File: src/square_window_min_filter_unit_assert.svh
// Assertion macros shared by the square window minimum filter RTL.
`ifndef SQUARE_WINDOW_MIN_FILTER_UNIT_ASSERT_SVH
`define SQUARE_WINDOW_MIN_FILTER_UNIT_ASSERT_SVH

// Assert a property on the given clock, disabled while the given reset is low.
`define SWMF_ASSERT_AT(lbl, clk, rstn, prop, msg) \
  lbl: assert property (@(posedge clk) disable iff (!rstn) (prop)) else $error(msg);

// Assert a property on the default clock and reset of the module.
`define SWMF_ASSERT(lbl, prop, msg) `SWMF_ASSERT_AT(lbl, clk_i, rst_ni, prop, msg)

`endif

File: src/swmf_pkg.sv
// Shared constants, payload types and helpers of the square window minimum filter.
package swmf_pkg;

  localparam int MAX_WIDTH  = 2048;
  localparam int MAX_HEIGHT = 2048;
  localparam int MAX_RADIUS = 16;

  localparam int CFG_W    = 12;
  localparam int CFG_IDX_W = 2;
  localparam int PIX_W    = 8;
  localparam logic [PIX_W-1:0] PIX_MAX = 8'hFF;

  localparam int COL_W  = $clog2(MAX_WIDTH);
  localparam int WVAL_W = $clog2(MAX_WIDTH + 1);
  localparam int HVAL_W = $clog2(MAX_HEIGHT + 1);
  localparam int ROW_W  = $clog2(MAX_HEIGHT + MAX_RADIUS + 2);
  localparam int RAD_W  = $clog2(MAX_RADIUS + 1);
  localparam int SUM_W  = $clog2(MAX_WIDTH + 2 * MAX_RADIUS + 2);
  localparam int POS_W  = $clog2(MAX_WIDTH * (MAX_HEIGHT + MAX_RADIUS + 1) + MAX_RADIUS + 1);

  localparam int NCELL = 2 * MAX_RADIUS;
  localparam int NV    = 2 * MAX_RADIUS + 1;
  localparam int NG    = (NV + 3) / 4;

  typedef enum logic [CFG_IDX_W-1:0] {
    CFG_FRAME_WIDTH   = 2'd0,
    CFG_FRAME_HEIGHT  = 2'd1,
    CFG_WINDOW_RADIUS = 2'd2
  } cfg_index_e;

  typedef struct packed {
    logic             operation;
    logic [PIX_W-1:0] pixel;
  } in_item_t;

  typedef struct packed {
    logic [PIX_W-1:0] min_value;
    logic             row_end;
    logic             frame_end;
  } out_item_t;

  function automatic logic [PIX_W-1:0] min8(logic [PIX_W-1:0] a, logic [PIX_W-1:0] b);
    return (a < b) ? a : b;
  endfunction

endpackage

File: src/swmf_win_cell.sv
// One column minimum cell of the horizontal window shift chain.
module swmf_win_cell (
  input  logic                       clk_i,
  input  logic                       rst_ni,
  input  logic                       load_i,
  input  logic                       clr_i,
  input  logic [swmf_pkg::PIX_W-1:0] din_i,
  output logic [swmf_pkg::PIX_W-1:0] val_o
);
  import swmf_pkg::*;

  logic [PIX_W-1:0] val_q;

  // Shift in the neighbor value; restart the frame to all white.
  always_ff @(posedge clk_i or negedge rst_ni) begin
    if (!rst_ni) begin
      val_q <= PIX_MAX;
    end else if (load_i) begin
      val_q <= din_i;
    end else if (clr_i) begin
      val_q <= PIX_MAX;
    end
  end

  assign val_o = val_q;

endmodule
File: config.mk
export PLATFORM = sky130hd
export DESIGN_NAME = swmf_win_cell
export DESIGN_NICKNAME = d
export VERILOG_FILES = /design/src/square_window_min_filter_unit_assert.svh /design/src/swmf_pkg.sv /design/src/swmf_win_cell.sv
export SDC_FILE = /design/constraint.sdc
export NUM_CORES = 1
export LEC_CHECK = 0
export ABC_AREA = 1
export BUFFER_PORTS_ARGS = -buffer_cell sky130_fd_sc_hd__buf_2
export CAP_MARGIN = 20
export CORE_AREA = 2 2 39 41
export DETAILED_ROUTE_END_ITERATION = 10
export DIE_AREA = 0 0 41 43
export MAX_ROUTING_LAYER = met4
export PLACE_DENSITY_LB_ADDON = 0.15
export SYNTH_ARGS = -nofsm -noshare
export SYNTH_HDL_FRONTEND = slang
export SYNTH_SLANG_ARGS = --single-unit
File: constraint.sdc
create_clock -name clk_i -period 0.95 [get_ports clk_i]
set_input_delay 0.19 -clock clk_i [delete_from_list [all_inputs] [get_ports clk_i]]
set_output_delay 0.19 -clock clk_i [all_outputs]
set_load 0.05 [all_outputs]
==> flow_metrics.env <==
export IMPL_run_status="complete, but fails checks"
export IMPL_failed_checks="negative setup slack"
export IMPL_clk_insertion_delay_late_ps=250
export IMPL_drv_cap=0
export IMPL_layout_cell_area_non_filler_um2=626
export IMPL_post_synth_inst_count=53
export IMPL_drv_slew=0
export IMPL_antenna_violating_nets_post_route=0
export IMPL_yosysUniqueCellTypes=6
export IMPL_critical_path_slowest_cell="sky130_fd_sc_hd__dfstp_2"
export IMPL_drt_pass1_iterations=2
export IMPL_cts_h_tree_depth=1
export IMPL_die_y_um=43
export IMPL_grt_residual_overflow=0
export IMPL_first_pass_grt_wire_length_um=1380
export IMPL_crit_family="flip-flops"
export IMPL_max_vdd_ir_drop_v=0.000495
export IMPL_postSynthNetCount=65
export IMPL_max_clock_path_buffers=2
export IMPL_place_congestion=0.645
export IMPL_maxSlewHeadroom_pct=86.5
export IMPL_share_of_cell_area_taken_by_muxes_after_synthesis_pct=0
export IMPL_antenna_found_initial=0
export IMPL_cts_clk_slew_worst_paths_ps=60
export IMPL_numCtsBuffers=3
export IMPL_synth_area_top_cells="sky130_fd_sc_hd__dfstp_2 52%, sky130_fd_sc_hd__nand2_1 30%, sky130_fd_sc_hd__inv_1 9.3%, sky130_fd_sc_hd__buf_6 2.8%, sky130_fd_sc_hd__nand2_4 2.8%"
export IMPL_antenna_cells=0
export IMPL_grt_setup_unrepaired="yes"
export IMPL_area_growth_pct=55.8
export IMPL_largest_register_ff_count=8
export IMPL_layout_drive_gt1_share_pct=43.4
export IMPL_detailedPlacementHpwl_um=586
export IMPL_report_final_setup_viol=8
export IMPL_design_die_area_um2=1760
export IMPL_mappedNetlistArea_um2=402
export IMPL_dieWidth_um=41
export IMPL_grtUsageTotal_pct=11.9
export IMPL_crit_type="flip-flop to output pin"
export IMPL_num_rows=14
export IMPL_adder_and_majority_gate_portion_of_the_synthesized_area_pct=0
export IMPL_final_setup_skew_ps=0
export IMPL_yosys_area_share_simple_pct=35.5
export IMPL_timing_hold_ws_ps=202
export IMPL_grt_pass1_vias=327
export IMPL_place_area_um2=505
export IMPL_period_needed_ps=1130
export IMPL_cp_max_stage_delay_ps=550
export IMPL_drc_errors=0
export IMPL_synth_xor_area_share_pct=0
export IMPL_clock_tree_from_tritoncts="built"
export IMPL_cp_max_fo=2
export IMPL_yosys_warnings=0
export IMPL_timing_hold_worst_class="primary input to flip-flop"
export IMPL_power_per_cell_area_nw_per_um2=1580
export IMPL_ys_ff_latch=8
export IMPL_cts_root_buf="sky130_fd_sc_hd__clkbuf_4"
export IMPL_place_port_buffers=19
export IMPL_detailroute_via_count=372
export IMPL_layout_nets=90
export IMPL_worst_setup_path_end_kind="output pin"
export IMPL_synthDominantAreaCellType="sky130_fd_sc_hd__dfstp_2"
export IMPL_top_ports=20
export IMPL_worst_path_buf_inv=1
export IMPL_leakage_nw=0.362
export IMPL_routed_wirelength_um=831
export IMPL_grt_max_degree=11
export IMPL_timing_critical_path_cells="buf_8"
export IMPL_core_region_area_um2=1380
export IMPL_final_min_period_over_clock_period_pct=119
export IMPL_syn_area_per_cell_um2=7.58
export IMPL_worstMarginPinSlew_ps=202
export IMPL_route_detailed_vias_per_inst=4.04
export IMPL_arrival_ps=940
export IMPL_routed_wire_length_per_instance_um=9.03
export IMPL_required_ps=760
export IMPL_tritoncts_num_sinks=8
export IMPL_synth_top_area_share_pct=52.3
export IMPL_starting_density_of_the_core_pct=29.0
export IMPL_synth_top_family_by_area="simple AND/OR/NAND/NOR gates"
export IMPL_final_critical_path_setup_slack_ps=-184
export IMPL_share_of_the_synthesized_area_in_compound_gates_ao_oa_aoi_oai_pct=0
export IMPL_finalHoldViolations=0
export IMPL_crit_path_start_kind="flip-flop"
export IMPL_timing_fmax_ghz=0.882
export IMPL_fin_tns_setup_ps=-1410
export IMPL_seq_area_frac_synth_pct=52.3
export IMPL_drtIter0Drc=5
power breakdown:
group	switching, W	leakage, nW	internal, W
logic	0.000180	0.264	0.000127
clock network	0.000115	0.0138	0.000145
registers	0.0000262	0.0843	0.000395
total	0.000321	0.362	0.000667
cell usage in the layout, fill, tap and decap left out:
cell                            Yosys  layout
sky130_fd_sc_hd__buf_2              0      11
sky130_fd_sc_hd__buf_4              0       1
sky130_fd_sc_hd__buf_8              0       8
sky130_fd_sc_hd__clkbuf_4           0       3
sky130_fd_sc_hd__dfstp_2            8       8
sky130_fd_sc_hd__dlygate4sd3_1      0       1
sky130_fd_sc_hd__inv_1             10      10
sky130_fd_sc_hd__nand2_1           32      32
sky130_fd_sc_hd__nand2_4            1       1
sky130_fd_sc_hd__nor2_4             1       1
final timing paths:
check	from	endpoint	slack [ps]	cells past startpoint
max	val_o[6]	val_o[6]	-180	1
min	din_i[1]	val_o[1]	200	5
max reg2reg	val_o[5]	val_o[5]	150	3
min reg2reg	val_o[7]	val_o[7]	480	2
max in group asynchronous	rst_ni	val_o[3]	400	2
min in group asynchronous	rst_ni	val_o[1]	520	2
cell families after synthesis:
logic type	after synthesis
simple gates	34
buf+inv	11
flops	8
per-stage QoR:
| stage | util (%) | std cells | setup slack, ps | total power [W] |
|---|---|---|---|---|
| finish | 45.2 | 92 | -184 | 0.000988 |
| global route | 45.2 | 92 | -206 | 0.00104 |
| CTS | 44.4 | 92 | -194 | 0.000996 |
| detailed placement | 36.5 | 87 | -0.528 | 0.000652 |
| global placement | 36.5 | 87 | 2.77 | 0.000651 |
| floorplan | - | 53 | 81.3 | 0.000591 |
cells in the mapped netlist (all sizes together):
library cell   n
nand2         33
inv           10
dfstp          8
buf            1
nor2           1
final cells by class:
class                      instances  area [µm²]
multi-input combinational         34         143
clock buffer                       3        22.5
sequential                         8         210
timing repair buffer              21         193
fill                             146         758
tap                               16        20.0
inverter                          10        37.5
what timing repair did:
| item | CTS | global route |
|---|---|---|
| endpoints found under the setup margin | 8 | 8 |
| pin swaps | 0 | 0 |
| hold buffers | 1 | 0 |
| resized for setup | 21 | 3 |
| hold endpoints to repair | 8 | 0 |
| setup buffers | 1 | 0 |
metal layers:
metal / global-route usage, % / up-vias / wire (µm)
met4: 6.00 / 0 / 0
met5: - / - / 0
li1: - / 198 / -
met2: 15.0 / 14 / 380
met1: 17.2 / 160 / 386
met3: 3.14 / 0 / 63
No activity file was read; power rests on OpenSTA's default activity.
